### config.mk
export PLATFORM = sky130hd
export DESIGN_NAME = ascii_range_frame_parser_top
export DESIGN_NICKNAME = d
export VERILOG_FILES = /design/src/hw/rtl/arfp_pkg.sv /design/src/hw/rtl/ascii_range_frame_parser_top.sv
export SDC_FILE = /design/constraint.sdc
export NUM_CORES = 1
export LEC_CHECK = 0
export BUFFER_PORTS_ARGS = -buffer_cell sky130_fd_sc_hd__buf_2
export CAP_MARGIN = 15
export CORE_MARGIN = 2
export CORE_UTILIZATION = 55
export CTS_CLUSTER_SIZE = 28
export DETAILED_ROUTE_END_ITERATION = 7
export HOLD_SLACK_MARGIN = 0.03
export PLACE_DENSITY = 0.77
export SETUP_SLACK_MARGIN = 0.5
export SYNTH_ARGS = -nofsm -noshare
export SYNTH_HDL_FRONTEND = slang
export SYNTH_SLANG_ARGS = --single-unit
### constraint.sdc
create_clock -name clk -period 4.95 [get_ports clk]
set_input_delay 0.99 -clock clk [delete_from_list [all_inputs] [get_ports clk]]
set_output_delay 0.99 -clock clk [all_outputs]
set_load 0.02 [all_outputs]
### src/hw/rtl/arfp_pkg.sv
`default_nettype none

package arfp_pkg;

	// Field widths
	localparam int BYTE_W  = 8;
	localparam int RANGE_W = 21;
	localparam int STAT_W  = 3;
	localparam int MAG_W   = 20;
	// Product width for magnitude * 10 + digit (values stay below 2^21)
	localparam int PROD_W  = MAG_W + 1;

	// Characters of interest
	localparam logic [BYTE_W-1:0] CH_PERCENT = 8'h25;
	localparam logic [BYTE_W-1:0] CH_LF      = 8'd10;
	localparam logic [BYTE_W-1:0] CH_CR      = 8'd13;
	localparam logic [BYTE_W-1:0] CH_SPACE   = 8'd32;
	localparam logic [BYTE_W-1:0] CH_ZERO    = 8'd48;
	localparam logic [BYTE_W-1:0] CH_NINE    = 8'd57;
	localparam logic [BYTE_W-1:0] CH_MINUS   = 8'h2D;
	localparam logic [BYTE_W-1:0] CH_POINT   = 8'h2E;

	// Integer part cap and full scale of the range in hundredths
	localparam logic [MAG_W-1:0]  INT_CAP   = 20'd10000;
	localparam logic [PROD_W-1:0] RANGE_SAT = 21'd999999;

	// Frame parser phase
	typedef enum logic [2:0] {
		PH_HUNT  = 3'd0,
		PH_BRK1  = 3'd1,
		PH_BRK2  = 3'd2,
		PH_INT   = 3'd3,
		PH_FRAC1 = 3'd4,
		PH_FRAC2 = 3'd5
	} phase_t;

	// Result status codes
	typedef enum logic [STAT_W-1:0] {
		ST_OK        = 3'd0,
		ST_NO_BRK1   = 3'd1,
		ST_NO_LF     = 3'd2,
		ST_NO_POINT  = 3'd3,
		ST_BAD_FRAC1 = 3'd4,
		ST_BAD_FRAC2 = 3'd5
	} status_t;

endpackage

`default_nettype wire

### src/hw/rtl/ascii_range_frame_parser_top.sv
`default_nettype none

// Byte-serial parser for ASCII range frames from a laser rangefinder.
// Input channel: one received character per beat on rx_byte (in_valid/in_ready).
// Output channel: one result beat per complete or broken frame, carrying
// range_hundredths (signed, centimetres, saturated at +/-999999) and status
// (0 ok, 1..5 error; range is zero on error) on out_valid/out_ready.
// Frame: '%', CR or LF, LF, integer digits (spaces skipped, '-' negates),
// '.', two fractional digits. Any other byte hunts for '%' again.
// An accepted byte is held in the input register and parsed as it moves on,
// which loads the output register; a result is thus offered from the output
// register once the byte that completes or breaks the frame is parsed.
// Throughput: one byte per cycle, set by the single input register feeding
// the parse logic (one multiply-by-ten add) into the output register.
// When the receiver stalls with a result pending, the parsed byte waits in
// the input register and in_ready drops until the output register drains.
// Reset (arst_n low, asynchronous) empties both registers and returns the
// parser to hunting for '%' with the accumulator cleared.
module ascii_range_frame_parser_top (
	input  wire logic                                   clk,
	input  wire logic                                   arst_n,
	input  wire logic [arfp_pkg::BYTE_W-1:0]            rx_byte,
	input  wire logic                                   in_valid,
	output logic                                        in_ready,
	output logic signed [arfp_pkg::RANGE_W-1:0]         range_hundredths,
	output logic [arfp_pkg::STAT_W-1:0]                 status,
	output logic                                        out_valid,
	input  wire logic                                   out_ready
);
	import arfp_pkg::*;

	logic [BYTE_W-1:0]        rx_byte_s1;
	logic                     valid_s1;
	phase_t                   phase_q, phase_d;
	logic [MAG_W-1:0]         mag_q, mag_d;
	logic                     neg_q, neg_d;
	logic                     out_valid_q;
	logic signed [RANGE_W-1:0] range_q;
	status_t                  status_q;

	logic                     advance, fire_s1, is_digit;
	logic [PROD_W-1:0]        prod;
	logic [PROD_W-1:0]        frac_sat;
	logic                     emit;
	logic signed [RANGE_W-1:0] res_range;
	status_t                  res_status;

	// Handshake: stage 1 moves on when the output register is free or draining
	assign advance  = !out_valid_q || out_ready;
	assign fire_s1  = valid_s1 && advance;
	assign in_ready = !valid_s1 || advance;

	// Input register
	always_ff @(posedge clk or negedge arst_n) begin
		if (!arst_n) begin
			valid_s1 <= 1'b0;
		end else if (in_ready) begin
			valid_s1 <= in_valid;
		end
	end

	always_ff @(posedge clk) begin
		if (in_ready && in_valid) begin
			rx_byte_s1 <= rx_byte;
		end
	end

	// Digit decode and magnitude * 10 + digit
	assign is_digit = (rx_byte_s1 >= CH_ZERO) && (rx_byte_s1 <= CH_NINE);
	assign prod = ({1'b0, mag_q} << 3) + ({1'b0, mag_q} << 1)
		+ {{(PROD_W-4){1'b0}}, rx_byte_s1[3:0]};
	assign frac_sat = (prod > RANGE_SAT) ? RANGE_SAT : prod;

	// Next state
	always_comb begin
		phase_d = phase_q;
		mag_d   = mag_q;
		neg_d   = neg_q;
		case (phase_q)
			PH_BRK1: begin
				if (rx_byte_s1 inside {CH_LF, CH_CR}) begin
					phase_d = PH_BRK2;
				end else begin
					phase_d = PH_HUNT;
				end
			end
			PH_BRK2: begin
				phase_d = (rx_byte_s1 == CH_LF) ? PH_INT : PH_HUNT;
			end
			PH_INT: begin
				if (is_digit) begin
					mag_d = (prod > {1'b0, INT_CAP}) ? INT_CAP : prod[MAG_W-1:0];
				end else if (rx_byte_s1 == CH_SPACE) begin
					phase_d = PH_INT;
				end else if (rx_byte_s1 == CH_MINUS) begin
					neg_d = 1'b1;
				end else if (rx_byte_s1 == CH_POINT) begin
					phase_d = PH_FRAC1;
				end else begin
					phase_d = PH_HUNT;
				end
			end
			PH_FRAC1: begin
				if (is_digit) begin
					mag_d   = prod[MAG_W-1:0];
					phase_d = PH_FRAC2;
				end else begin
					phase_d = PH_HUNT;
				end
			end
			PH_FRAC2: begin
				phase_d = PH_HUNT;
			end
			default: begin
				if (rx_byte_s1 == CH_PERCENT) begin
					phase_d = PH_BRK1;
					mag_d   = '0;
					neg_d   = 1'b0;
				end else begin
					phase_d = PH_HUNT;
				end
			end
		endcase
		// any return to hunting clears the frame
		if (phase_d == PH_HUNT) begin
			mag_d = '0;
			neg_d = 1'b0;
		end
	end

	// Result decode
	always_comb begin
		emit       = 1'b0;
		res_range  = '0;
		res_status = ST_OK;
		case (phase_q)
			PH_BRK1: begin
				if (!(rx_byte_s1 inside {CH_LF, CH_CR})) begin
					emit       = 1'b1;
					res_status = ST_NO_BRK1;
				end
			end
			PH_BRK2: begin
				if (rx_byte_s1 != CH_LF) begin
					emit       = 1'b1;
					res_status = ST_NO_LF;
				end
			end
			PH_INT: begin
				if (!is_digit && !(rx_byte_s1 inside {CH_SPACE, CH_MINUS, CH_POINT})) begin
					emit       = 1'b1;
					res_status = ST_NO_POINT;
				end
			end
			PH_FRAC1: begin
				if (!is_digit) begin
					emit       = 1'b1;
					res_status = ST_BAD_FRAC1;
				end
			end
			PH_FRAC2: begin
				emit = 1'b1;
				if (is_digit) begin
					res_range = neg_q ? -$signed(frac_sat) : $signed(frac_sat);
				end else begin
					res_status = ST_BAD_FRAC2;
				end
			end
			default: begin
				emit = 1'b0;
			end
		endcase
	end

	// Parser state
	always_ff @(posedge clk or negedge arst_n) begin
		if (!arst_n) begin
			phase_q <= PH_HUNT;
			mag_q   <= '0;
			neg_q   <= 1'b0;
		end else if (fire_s1) begin
			phase_q <= phase_d;
			mag_q   <= mag_d;
			neg_q   <= neg_d;
		end
	end

	// Output register
	always_ff @(posedge clk or negedge arst_n) begin
		if (!arst_n) begin
			out_valid_q <= 1'b0;
		end else if (advance) begin
			out_valid_q <= fire_s1 && emit;
		end
	end

	always_ff @(posedge clk) begin
		if (fire_s1 && emit) begin
			range_q  <= res_range;
			status_q <= res_status;
		end
	end

	assign out_valid        = out_valid_q;
	assign range_hundredths = range_q;
	assign status           = status_q;

`ifndef SYNTHESIS
	// error results carry zero range
	a_err_zero: assert property (@(posedge clk) disable iff (!arst_n)
		out_valid_q && (status_q != ST_OK) |-> (range_q == '0))
		else $error("error result with non-zero range");

	// a result always sends the parser back to hunting
	a_emit_hunt: assert property (@(posedge clk) disable iff (!arst_n)
		fire_s1 && emit |=> (phase_q == PH_HUNT) && (mag_q == '0) && !neg_q)
		else $error("parser not cleared after result");

	// integer accumulator stays at or below its cap
	a_int_cap: assert property (@(posedge clk) disable iff (!arst_n)
		(phase_q == PH_INT) |-> (mag_q <= INT_CAP))
		else $error("integer accumulator above cap");

	// an empty output register never blocks input
	a_no_block: assert property (@(posedge clk) disable iff (!arst_n)
		!out_valid_q |-> in_ready)
		else $error("input stalled with empty output register");
`endif

endmodule

`default_nettype wire

==> results of run 1 <==
## metal layers
metal	part of all wire	track usage
met1	0.39	0.4204
met2	0.46	0.4942
met3	0.091	0.05012
met4	0.056	0.1643
met5	0	0
## kinds of logic (layout without fill, tap and decap cells)
| family | Yosys count | after routing |
|---|---|---|
| multiplexers | 5 | 5 |
| AND/OR/NAND/NOR | 213 | 213 |
| XOR/XNOR | 24 | 24 |
| AO/OA/AOI/OAI | 143 | 143 |
| adder cells (fa/ha/maj) | 40 | 40 |
| buffers and inverters | 41 | 161 |
| flip-flops | 58 | 58 |
## repair_timing
| item | in CTS | in global routing |
|---|---|---|
| endpoints found under the setup margin | 7 | 10 |
| pin swaps | 17 | 27 |
| hold buffers | 0 | 0 |
| gates resized for setup | 13 | 35 |
| setup buffers | 24 | 17 |
## sequential cells by signal, summed over array words and instances (netlist names)
register and cells:
status 3, out_valid 1, neg_q 1, rx_byte_s1 8
phase_q 3, mag_q 20, range_hundredths 21, valid_s1 1
## through the flow
stage          utilization  area (um2)  hold WS [ns]
2_1_floorplan            -        4752        0.4776
5_1_grt             0.7397        6047        0.5610
3_3_place_gp        0.6529        5338        0.4985
3_5_place_dp        0.6529        5338        0.5117
6_report            0.7397        6047        0.5314
4_1_cts             0.7034        5751        0.5326
## worst max-delay path: stages (launching register included)
cell and delay (ns):
dfrtp_1 0.36, inv_2 0.05, fa_1 0.51, buf_6 0.14
fa_2 0.36, nand2b_4 0.17, a21oi_4 0.16, a211oi_2 0.08
xor2_1 0.27, nand3_1 0.18, a21oi_1 0.19, or4b_4 0.50
a31o_4 0.28, nor2_4 0.13, ha_4 0.15, and3_4 0.20
nand2_2 0.07, nor2b_2 0.14, or3b_4 0.41, nor4_4 0.20
buf_4 0.19, buf_6 0.09, a41oi_2 0.10, a21oi_1 0.21
## area by class of cell
class                   count  share of cell area
repair buffers            127              0.1541
clock buffers              10             0.02276
clock inverters             6            0.006828
flip-flops and latches     58              0.2665
multi-input cells         425              0.5169
inverters                  18             0.01117
well taps                 105             0.02173
## power groups by stage
stage               logic [mW]  registers, mW  clock network [mW]
CTS                     0.0787          0.527               0.422
global route            0.0971          0.529               0.441
detailed placement      0.0729          0.537                   0
floorplan               0.0504          0.531                   0
global placement        0.0715          0.537                   0
finish                  0.0886          0.528               0.424
## cell usage in the layout (no fill, tap or decap), types with 19 or more instances in the layout
cell type	instances
nand2_1	49
ha_1	35
o21ai_0	36
buf_2	37
buf_4	71
a21oi_1	30
dfrtp_1	26
edfxtp_1	32
nor2_1	42
buf_6	19
nand3_1	32
## synth_stat cells, types with 2 or more instances
| library cell | count | share of area |
|---|---|---|
| o211ai_1 | 3 | 0.0049 |
| nor2_1 | 45 | 0.036 |
| and3_1 | 6 | 0.0081 |
| nand3b_1 | 2 | 0.0032 |
| o22ai_1 | 3 | 0.0040 |
| ha_1 | 38 | 0.10 |
| a31oi_1 | 13 | 0.018 |
| nor2b_1 | 5 | 0.0067 |
| buf_2 | 3 | 0.0032 |
| clkbuf_1 | 18 | 0.015 |
| nand2_1 | 51 | 0.041 |
| or3_1 | 5 | 0.0067 |
| a22o_1 | 7 | 0.013 |
| nor3_1 | 16 | 0.017 |
| fa_1 | 2 | 0.0086 |
| nand3_1 | 33 | 0.036 |
| inv_1 | 17 | 0.014 |
| a211oi_1 | 4 | 0.0065 |
| a41oi_1 | 2 | 0.0038 |
| a21oi_1 | 33 | 0.036 |
| or2_2 | 2 | 0.0027 |
| o21a_1 | 3 | 0.0049 |
| a211o_1 | 3 | 0.0057 |
| o311ai_1 | 2 | 0.0038 |
| and2_1 | 3 | 0.0040 |
| nand4b_1 | 3 | 0.0057 |
| nor4_1 | 5 | 0.0067 |
| xnor2_1 | 12 | 0.023 |
| nor3b_1 | 2 | 0.0032 |
| mux2i_1 | 4 | 0.0086 |
| dfrtp_1 | 26 | 0.14 |
| a21o_1 | 10 | 0.016 |
| nand4_1 | 6 | 0.0081 |
| nand2b_1 | 16 | 0.022 |
| xor2_1 | 11 | 0.021 |
| nor4b_1 | 3 | 0.0057 |
| o21ai_0 | 37 | 0.040 |
| a221o_1 | 6 | 0.013 |
| edfxtp_1 | 32 | 0.21 |
| or4_1 | 5 | 0.0081 |
## how the worst max path moves through the flow
stage	end	slack (ns)	cells past startpoint
5_1_grt	range_hundredths[18]	-0.57	23
3_3_place_gp	range_hundredths[16]	0.02	22
6_report	range_hundredths[18]	-0.41	23
3_5_place_dp	range_hundredths[18]	-0.14	22
2_1_floorplan	range_hundredths[16]	0.01	21
4_1_cts	range_hundredths[14]	-0.16	23
==> impl_results.html, run 1 <==
<table>
<tr><th>Metric</th><th>Value</th></tr>
<tr><th colspan="2">Status</th></tr>
<tr><td>Run status</td><td>finished, violations left</td></tr>
<tr><td>Violations in the final reports</td><td>setup timing</td></tr>
<tr><th colspan="2">Detailed routing</th></tr>
<tr><td>Routed len/inst</td><td>20.46 um</td></tr>
<tr><td>First DRT Iteration DRCs</td><td>423</td></tr>
<tr><td>Number of iterations in the first detailed-routing pass</td><td>5</td></tr>
<tr><td>Drt drc</td><td>0</td></tr>
<tr><td>Via density per instance</td><td>6.653</td></tr>
<tr><td>Total via count in the routed design</td><td>4983</td></tr>
<tr><td>Residual antenna-violating net count after detailed routing</td><td>0</td></tr>
<tr><td>Final Routed Wirelength</td><td>15.32 mm</td></tr>
<tr><th colspan="2">Critical path</th></tr>
<tr><td>Worst Setup End Kind</td><td>flop</td></tr>
<tr><td>Max Fanout on Critical Path</td><td>3</td></tr>
<tr><td>Register-to-register path setup slack</td><td>-0.41 ns</td></tr>
<tr><td>Beginning of the critical path</td><td>mag_q[2]</td></tr>
<tr><td>Crit path arrival time</td><td>5.51 ns</td></tr>
<tr><td>Type of the worst setup path</td><td>reg2reg</td></tr>
<tr><td>Critical path launch point type</td><td>flop</td></tr>
<tr><td>WP data required</td><td>5.10 ns</td></tr>
<tr><td>Worst reg2reg endpoint</td><td>range_hundredths[18]</td></tr>
<tr><td>R2R depth</td><td>23</td></tr>
<tr><td>Launching point of the worst reg2reg path</td><td>mag_q[2]</td></tr>
<tr><th colspan="2">Worst hold path</th></tr>
<tr><td>WHS Path Cells</td><td>1</td></tr>
<tr><td>HP Class</td><td>reg2reg</td></tr>
<tr><td>Launch instance of the worst min-delay path</td><td>mag_q[18]</td></tr>
<tr><td>Hold EP</td><td>mag_q[18]</td></tr>
<tr><th colspan="2">Placed design</th></tr>
<tr><td>Cell count after placement</td><td>692</td></tr>
<tr><td>Port bufs</td><td>37</td></tr>
<tr><td>Worst-case setup slack after placement</td><td>-0.1415 ns</td></tr>
<tr><td>Weighted congestion at the end of routability-driven global placement</td><td>0.9663</td></tr>
<tr><td>Dpl hpwl</td><td>9.575 mm</td></tr>
<tr><th colspan="2">Power and ir drop</th></tr>
<tr><td>Switching power</td><td>291.7 uW</td></tr>
<tr><td>Int Pwr</td><td>749.1 uW</td></tr>
<tr><td>Power per unit of standard cell area</td><td>172.1 nW/um2</td></tr>
<tr><td>Fraction of power spent switching nets</td><td>0.2802</td></tr>
<tr><td>Combinational share of power</td><td>0.085</td></tr>
<tr><td>Part of the total power dissipated in sequential elements</td><td>0.508</td></tr>
<tr><td>Power consumption</td><td>1.041 mW</td></tr>
<tr><td>Leakage power total</td><td>2.848 nW</td></tr>
<tr><td>Proportion of power drawn by the clock network</td><td>0.407</td></tr>
<tr><td>Max rail drop VDD</td><td>178.0 uV</td></tr>
<tr><th colspan="2">STA</th></tr>
<tr><td>Setup clock skew after layout</td><td>0.01702 ns</td></tr>
<tr><td>Number of max-slew violations in the final report</td><td>0</td></tr>
<tr><td>Worst-case setup margin in the final layout</td><td>-0.4113 ns</td></tr>
<tr><td>Setup violation total in the final timing report</td><td>6</td></tr>
<tr><td>Crit path time final</td><td>5.361 ns</td></tr>
<tr><td>Setup TNS Final</td><td>-1.706 ns</td></tr>
<tr><td>Fmax</td><td>0.1865 GHz</td></tr>
<tr><td>Setup repair after global routing missed its margin</td><td>true</td></tr>
<tr><td>Hold Vio Cnt, Final</td><td>0</td></tr>
<tr><td>Fraction of the cycle the final worst path needs</td><td>1.083</td></tr>
<tr><td>Worst slew margin relative to its limit</td><td>0.2947</td></tr>
<tr><td>Worst-margin pin slew</td><td>1.048 ns</td></tr>
<tr><th colspan="2">Synthesis</th></tr>
<tr><td>Synthesized-area fraction occupied by ao, oa, aoi and oai cells</td><td>0.2148</td></tr>
<tr><td>Number of warning messages in the yosys log</td><td>0</td></tr>
<tr><td>Adder and majority gate portion of the synthesized area</td><td>0.1112</td></tr>
<tr><td>Simple logic cell fraction of the synthesized area</td><td>0.2326</td></tr>
<tr><td>Asr flop ratio synth</td><td>0.4483</td></tr>
<tr><td>Xor/xnor share of the synthesized area</td><td>0.04695</td></tr>
<tr><td>Synthesized flop and latch total</td><td>58</td></tr>
<tr><td>Multiplexer share of the synthesized area</td><td>0.01106</td></tr>
<tr><td>Number of cells produced by synthesis</td><td>524</td></tr>
<tr><td>Number of library cell types mapped by synthesis</td><td>67</td></tr>
<tr><td>Mean post-synth cell area</td><td>8.849 um2</td></tr>
<tr><td>Synthesized net count</td><td>576</td></tr>
<tr><td>Post-synth EDFFs</td><td>32</td></tr>
<tr><td>Main flop type after synthesis</td><td>edfxtp_1</td></tr>
<tr><td>Dominant combinational cell family by area after synthesis</td><td>simple AND/OR/NAND/NOR gates</td></tr>
<tr><td>Synthesized area</td><td>4637 um2</td></tr>
<tr><td>Seq/Total Area, Yosys</td><td>0.3475</td></tr>
<tr><th colspan="2">Global routing</th></tr>
<tr><td>All-Layer GR Usage</td><td>0.3153</td></tr>
<tr><td>Number of global-route vias before repair</td><td>4443</td></tr>
<tr><td>First-pass GRT wire length</td><td>21.83 mm</td></tr>
<tr><td>Initial antenna violation count</td><td>0</td></tr>
<tr><td>Residual overflow from global routing</td><td>0</td></tr>
<tr><td>Largest net degree at the start of global routing</td><td>27</td></tr>
<tr><th colspan="2">CTS</th></tr>
<tr><td>Worst-skew pair later-pin latency</td><td>0.36 ns</td></tr>
<tr><td>Maximum buffer depth of the clock tree</td><td>2</td></tr>
<tr><td>Root cell of the clock tree</td><td>clkbuf_8</td></tr>
<tr><td>Clock transition time at the flip-flop clock pins of the worst setup and hold paths</td><td>0.07 ns</td></tr>
<tr><td>Inserted Clock Buffers</td><td>9</td></tr>
<tr><td>TritonCTS clock tree</td><td>yes</td></tr>
<tr><td>TritonCTS sink count</td><td>58</td></tr>
<tr><td>Number of H-tree levels</td><td>3</td></tr>
<tr><th colspan="2">Finish</th></tr>
<tr><td>Number of antenna cells inserted</td><td>0</td></tr>
<tr><td>Area growth syn-to-layout</td><td>30.41%</td></tr>
<tr><td>Register Area</td><td>1612 um2</td></tr>
<tr><td>Nets</td><td>691</td></tr>
<tr><td>Number of filler cells placed in the layout</td><td>579</td></tr>
<tr><td>Share of final-layout standard cells stronger than drive strength 1</td><td>0.2966</td></tr>
<tr><td>Non-filler cells, final</td><td>749</td></tr>
<tr><td>Area occupied by multi-input gates</td><td>3126 um2</td></tr>
<tr><th colspan="2">Floorplanning</th></tr>
<tr><td>Vert. Die Dim</td><td>95.82 um</td></tr>
<tr><td>Area enclosed by the die boundary</td><td>9181 um2</td></tr>
<tr><td>Io pins</td><td>38</td></tr>
<tr><td>Number of placement rows</td><td>33</td></tr>
<tr><td>Initial Utilization</td><td>0.5672</td></tr>
<tr><td>Placeable core region</td><td>8175 um2</td></tr>
<tr><td>Die outline width</td><td>95.82 um</td></tr>
<tr><th colspan="2">Job</th></tr>
<tr><td>Max-Cap Viols</td><td>0</td></tr>
</table>
Note: power is estimated with default switching activity, not from simulation.
==> run 2: changes to the inputs <==
--- a/config.mk
+++ b/config.mk
@@ -5,15 +5,17 @@
 export SDC_FILE = /design/constraint.sdc
 export NUM_CORES = 1
 export LEC_CHECK = 0
+export ABC_AREA = 1
 export BUFFER_PORTS_ARGS = -buffer_cell sky130_fd_sc_hd__buf_2
 export CAP_MARGIN = 15
 export CORE_MARGIN = 2
 export CORE_UTILIZATION = 55
 export CTS_CLUSTER_SIZE = 28
 export DETAILED_ROUTE_END_ITERATION = 7
-export HOLD_SLACK_MARGIN = 0.03
+export HOLD_SLACK_MARGIN = 0.05
 export PLACE_DENSITY = 0.77
 export SETUP_SLACK_MARGIN = 0.5
+export SLEW_MARGIN = 0
 export SYNTH_ARGS = -nofsm -noshare
 export SYNTH_HDL_FRONTEND = slang
 export SYNTH_SLANG_ARGS = --single-unit
==> run 2 against run 1 <==
Against the previous run:
- the run now ends clean
- synthesized area grew 1.8%
- largest cell class unchanged
- critical endpoint is now range_hundredths[16]
- clock power about the same
- routed wire length down 22%
- first-iteration DRC count fell by 33%
- combinational power is 23% higher
- setup slack better by 1.2 ns
==> impl_results.html, run 2 <==
<table>
<tr><th>Metric</th><th>Value</th></tr>
<tr><th colspan="2">Status</th></tr>
<tr><td>Run status</td><td>finished clean (was finished, violations left)</td></tr>
<tr><th colspan="2">Finish</th></tr>
<tr><td>Area occupied by multi-input gates</td><td>2763 um2 (was 3126 um2)</td></tr>
<tr><td>Non-filler cells, final</td><td>837 (was 749)</td></tr>
<tr><td>End-of-flow core utilization</td><td>0.6526 (was 0.7397)</td></tr>
<tr><td>Number of filler cells placed in the layout</td><td>741 (was 579)</td></tr>
<tr><td>Most common cell after layout, fill and taps aside</td><td>nand2_1 (was buf_4)</td></tr>
<tr><td>Nets</td><td>779 (was 691)</td></tr>
<tr><td>Number of antenna cells inserted</td><td>0 (unchanged)</td></tr>
<tr><td>Area growth syn-to-layout</td><td>14.18% (was 30.41%)</td></tr>
<tr><td>Register Area</td><td>1612 um2 (unchanged)</td></tr>
<tr><td>Top library cells by usage in the layout, fill and taps aside</td><td>nand2_1, inv_1, nor2_1 (was buf_4, nand2_1, nor2_1)</td></tr>
<tr><td>Share of final-layout standard cells stronger than drive strength 1</td><td>0.1475 (was 0.2966)</td></tr>
<tr><td>Flip-flop count of the largest register after layout</td><td>21 (unchanged)</td></tr>
<tr><th colspan="2">Critical path</th></tr>
<tr><td>WP data required</td><td>5.06 ns (was 5.10 ns)</td></tr>
<tr><td>Family of cells with the greatest summed delay on the critical path</td><td>simple AND/OR/NAND/NOR gates (unchanged)</td></tr>
<tr><td>Slowest-stage cell, CP</td><td>fa_2 (was fa_1)</td></tr>
<tr><td>Type of the worst setup path</td><td>reg2reg (unchanged)</td></tr>
<tr><td>CP most frequent cell</td><td>nand2_1</td></tr>
<tr><td>Crit path arrival time</td><td>4.28 ns (was 5.51 ns)</td></tr>
<tr><td>Number of buffers and inverters on the critical path</td><td>5 (was 4)</td></tr>
<tr><td>Maximum single-stage delay on the critical path</td><td>0.55 ns (was 0.51 ns)</td></tr>
<tr><td>Critical path launch point type</td><td>flop (unchanged)</td></tr>
<tr><td>Worst Setup End Kind</td><td>flop (unchanged)</td></tr>
<tr><td>Max Fanout on Critical Path</td><td>10 (was 3)</td></tr>
<tr><th colspan="2">Floorplanning</th></tr>
<tr><td>Number of placement rows</td><td>33 (unchanged)</td></tr>
<tr><td>Vert. Die Dim</td><td>96.64 um (was 95.82 um)</td></tr>
<tr><td>Io pins</td><td>38 (unchanged)</td></tr>
<tr><td>Die outline width</td><td>96.64 um (was 95.82 um)</td></tr>
<tr><td>Placeable core region</td><td>8258 um2 (was 8175 um2)</td></tr>
<tr><td>Initial Utilization</td><td>0.5715 (was 0.5672)</td></tr>
<tr><td>Area enclosed by the die boundary</td><td>9338 um2 (was 9181 um2)</td></tr>
<tr><th colspan="2">CTS</th></tr>
<tr><td>Root cell of the clock tree</td><td>clkbuf_8 (unchanged)</td></tr>
<tr><td>TritonCTS sink count</td><td>58 (unchanged)</td></tr>
<tr><td>Number of H-tree levels</td><td>3 (unchanged)</td></tr>
<tr><td>Hold-fix buffers at CTS</td><td>0 (unchanged)</td></tr>
<tr><td>TritonCTS clock tree</td><td>yes (unchanged)</td></tr>
<tr><td>Worst-skew pair later-pin latency</td><td>0.35 ns (was 0.36 ns)</td></tr>
<tr><td>Inserted Clock Buffers</td><td>9 (unchanged)</td></tr>
<tr><td>Clock transition time at the flip-flop clock pins of the worst setup and hold paths</td><td>0.07 ns (about the same)</td></tr>
<tr><td>Maximum buffer depth of the clock tree</td><td>2 (unchanged)</td></tr>
<tr><th colspan="2">Detailed routing</th></tr>
<tr><td>Drt drc</td><td>0 (unchanged)</td></tr>
<tr><td>Total via count in the routed design</td><td>4622 (was 4983)</td></tr>
<tr><td>First DRT Iteration DRCs</td><td>283 (was 423)</td></tr>
<tr><td>Number of iterations in the first detailed-routing pass</td><td>5 (unchanged)</td></tr>
<tr><td>Via density per instance</td><td>5.522 (was 6.653)</td></tr>
<tr><td>Final Routed Wirelength</td><td>12.02 mm (was 15.32 mm)</td></tr>
<tr><td>Routed len/inst</td><td>14.36 um (was 20.46 um)</td></tr>
<tr><td>Residual antenna-violating net count after detailed routing</td><td>0 (unchanged)</td></tr>
<tr><th colspan="2">Synthesis</th></tr>
<tr><td>Mean post-synth cell area</td><td>7.023 um2 (was 8.849 um2)</td></tr>
<tr><td>Post-synth EDFFs</td><td>32 (unchanged)</td></tr>
<tr><td>Asr flop ratio synth</td><td>0.4483 (unchanged)</td></tr>
<tr><td>Synthesized flop and latch total</td><td>58 (unchanged)</td></tr>
<tr><td>Number of cells produced by synthesis</td><td>672 (was 524)</td></tr>
<tr><td>Top cells by count, synth</td><td>nand2_1, inv_1, nor2_1 (was nand2_1, nor2_1, ha_1)</td></tr>
<tr><td>Number of library cell types mapped by synthesis</td><td>43 (was 67)</td></tr>
<tr><td>Number of warning messages in the yosys log</td><td>0 (unchanged)</td></tr>
<tr><td>Seq/Total Area, Yosys</td><td>0.3415 (was 0.3475)</td></tr>
<tr><td>Synthesized area</td><td>4720 um2 (was 4637 um2)</td></tr>
<tr><td>Cells taking the most area after synthesis</td><td>edfxtp_1, nand2_1, dfrtp_1 (was edfxtp_1, dfrtp_1, ha_1)</td></tr>
<tr><td>Top cell type by total area after synthesis</td><td>edfxtp_1 (unchanged)</td></tr>
<tr><td>Proportion of netlist area held by the largest area contributor</td><td>0.2036 (was 0.2072)</td></tr>
<tr><td>Library cell with the highest instance count after synthesis</td><td>nand2_1 (unchanged)</td></tr>
<tr><td>Synthesized net count</td><td>724 (was 576)</td></tr>
<tr><td>Main flop type after synthesis</td><td>edfxtp_1 (unchanged)</td></tr>
<tr><th colspan="2">Power and ir drop</th></tr>
<tr><td>Max rail drop VDD</td><td>157.4 uV (was 178.0 uV)</td></tr>
<tr><td>Power per unit of standard cell area</td><td>199.6 nW/um2 (was 172.1 nW/um2)</td></tr>
<tr><td>Leakage power total</td><td>2.828 nW (was 2.848 nW)</td></tr>
<tr><th colspan="2">STA</th></tr>
<tr><td>Worst hold margin</td><td>0.4951 ns (was 0.5314 ns)</td></tr>
<tr><td>Fraction of the cycle the final worst path needs</td><td>0.8415 (was 1.083)</td></tr>
<tr><td>Worst-margin pin slew</td><td>0.6776 ns (was 1.048 ns)</td></tr>
<tr><td>Number of max-slew violations in the final report</td><td>0 (unchanged)</td></tr>
<tr><td>Crit path time final</td><td>4.165 ns (was 5.361 ns)</td></tr>
<tr><td>Setup violation total in the final timing report</td><td>0 (was 6)</td></tr>
<tr><td>Hold Vio Cnt, Final</td><td>0 (unchanged)</td></tr>
<tr><td>Setup clock skew after layout</td><td>0.008759 ns (was 0.01702 ns)</td></tr>
<tr><td>Setup repair after global routing missed its margin</td><td>false (was true)</td></tr>
<tr><td>Fmax</td><td>0.2401 GHz (was 0.1865 GHz)</td></tr>
<tr><td>Worst slew margin relative to its limit</td><td>0.5483 (was 0.2947)</td></tr>
<tr><td>Setup TNS Final</td><td>0 ns (was -1.706 ns)</td></tr>
<tr><th colspan="2">Placed design</th></tr>
<tr><td>Cell count after placement</td><td>808 (was 692)</td></tr>
<tr><td>Weighted congestion at the end of routability-driven global placement</td><td>0.9390 (was 0.9663)</td></tr>
<tr><td>Port bufs</td><td>37 (unchanged)</td></tr>
<tr><td>Dpl hpwl</td><td>9.137 mm (was 9.575 mm)</td></tr>
<tr><th colspan="2">Global routing</th></tr>
<tr><td>Residual overflow from global routing</td><td>0 (unchanged)</td></tr>
<tr><td>All-Layer GR Usage</td><td>0.2616 (was 0.3153)</td></tr>
<tr><td>First-pass GRT wire length</td><td>20.32 mm (was 21.83 mm)</td></tr>
<tr><td>Largest net degree at the start of global routing</td><td>27 (unchanged)</td></tr>
<tr><td>Number of global-route vias before repair</td><td>4438 (was 4443)</td></tr>
<tr><td>Initial antenna violation count</td><td>0 (unchanged)</td></tr>
<tr><th colspan="2">Job</th></tr>
<tr><td>Max-Cap Viols</td><td>0 (unchanged)</td></tr>
<tr><th colspan="2">Worst hold path</th></tr>
<tr><td>HP Class</td><td>reg2reg (unchanged)</td></tr>
</table>
run 2: cells by family (layout without fill, tap and decap cells):
logic type                 count (synthesis)  count (layout)  share of synthesized area
adders and majority gates                 40              40                     0.1092
xor gates and xnor gates                  10              10                    0.02015
buffers and inverters                    113             173                    0.09199
and+or+nand+nor                          368             368                     0.3423
DFF                                       58              58                     0.3415
AOI/OAI and AO/OA                         83              83                    0.09491
run 2: worst register-to-register path: cells and delay by family (launching register included):
kind	cells	cell delay [ns]
buf+inv	5	0.36
compound gates	1	0.18
simple gates	21	2.02
fa+ha+maj	3	0.98
flops	1	0.43
run 2: layout make-up:
class	count	share of cell area
inverters	107	0.07546
clock inverters	5	0.01022
flip-flops and latches	58	0.2990
multi-input cells	501	0.5127
repair buffers	50	0.05387
clock buffers	11	0.02438
well taps	105	0.02438
run 2: final timing paths:
| kind | from | endpoint | slack [ns] | cells after the start |
|---|---|---|---|---|
| hold reg to reg | mag_q[18] | mag_q[18] | 0.50 | 2 |
| hold / removal | mag_q[18] | mag_q[18] | 0.50 | 2 |
| setup / recovery | rx_byte_s1[3] | range_hundredths[16] | 0.78 | 30 |
| max in group asynchronous | arst_n | mag_q[0] | 3.85 | 1 |
| setup reg to reg | rx_byte_s1[3] | range_hundredths[16] | 0.78 | 30 |
| min in group asynchronous | arst_n | mag_q[15] | 0.67 | 1 |
run 2: metrics by stage:
stage                     setup slack, ns  power [mW]  area [um2]
final                              0.7847       1.076        5389
after global routing               0.4928       1.120        5389
after CTS                          0.5630       1.073        5195
after detailed placement           0.4938      0.6525        5006
after global placement             0.6604      0.6500        5006
after floorplan                     1.032      0.6155        4720
run 2: where the power goes:
| part | internal, mW | switching (mW) |
|---|---|---|
| Combinational | 0.0327 | 0.0767 |
| Clock | 0.231 | 0.196 |
| Sequential | 0.531 | 0.00882 |
run 2: metal layers:
metal,track usage,part of all wire,vias up
met5,0,0,-
met4,0.1051,0.030,0
met3,0.03974,0.045,30
met2,0.4760,0.51,159
met1,0.3070,0.41,2138
li1,-,-,2295
run 2: timing repair:
item | 4_1_cts | 5_1_grt
pin swaps | 0 | 8
setup endpoints to repair | 2 | 9
resized for setup | 1 | 22
setup buffers | 0 | 12
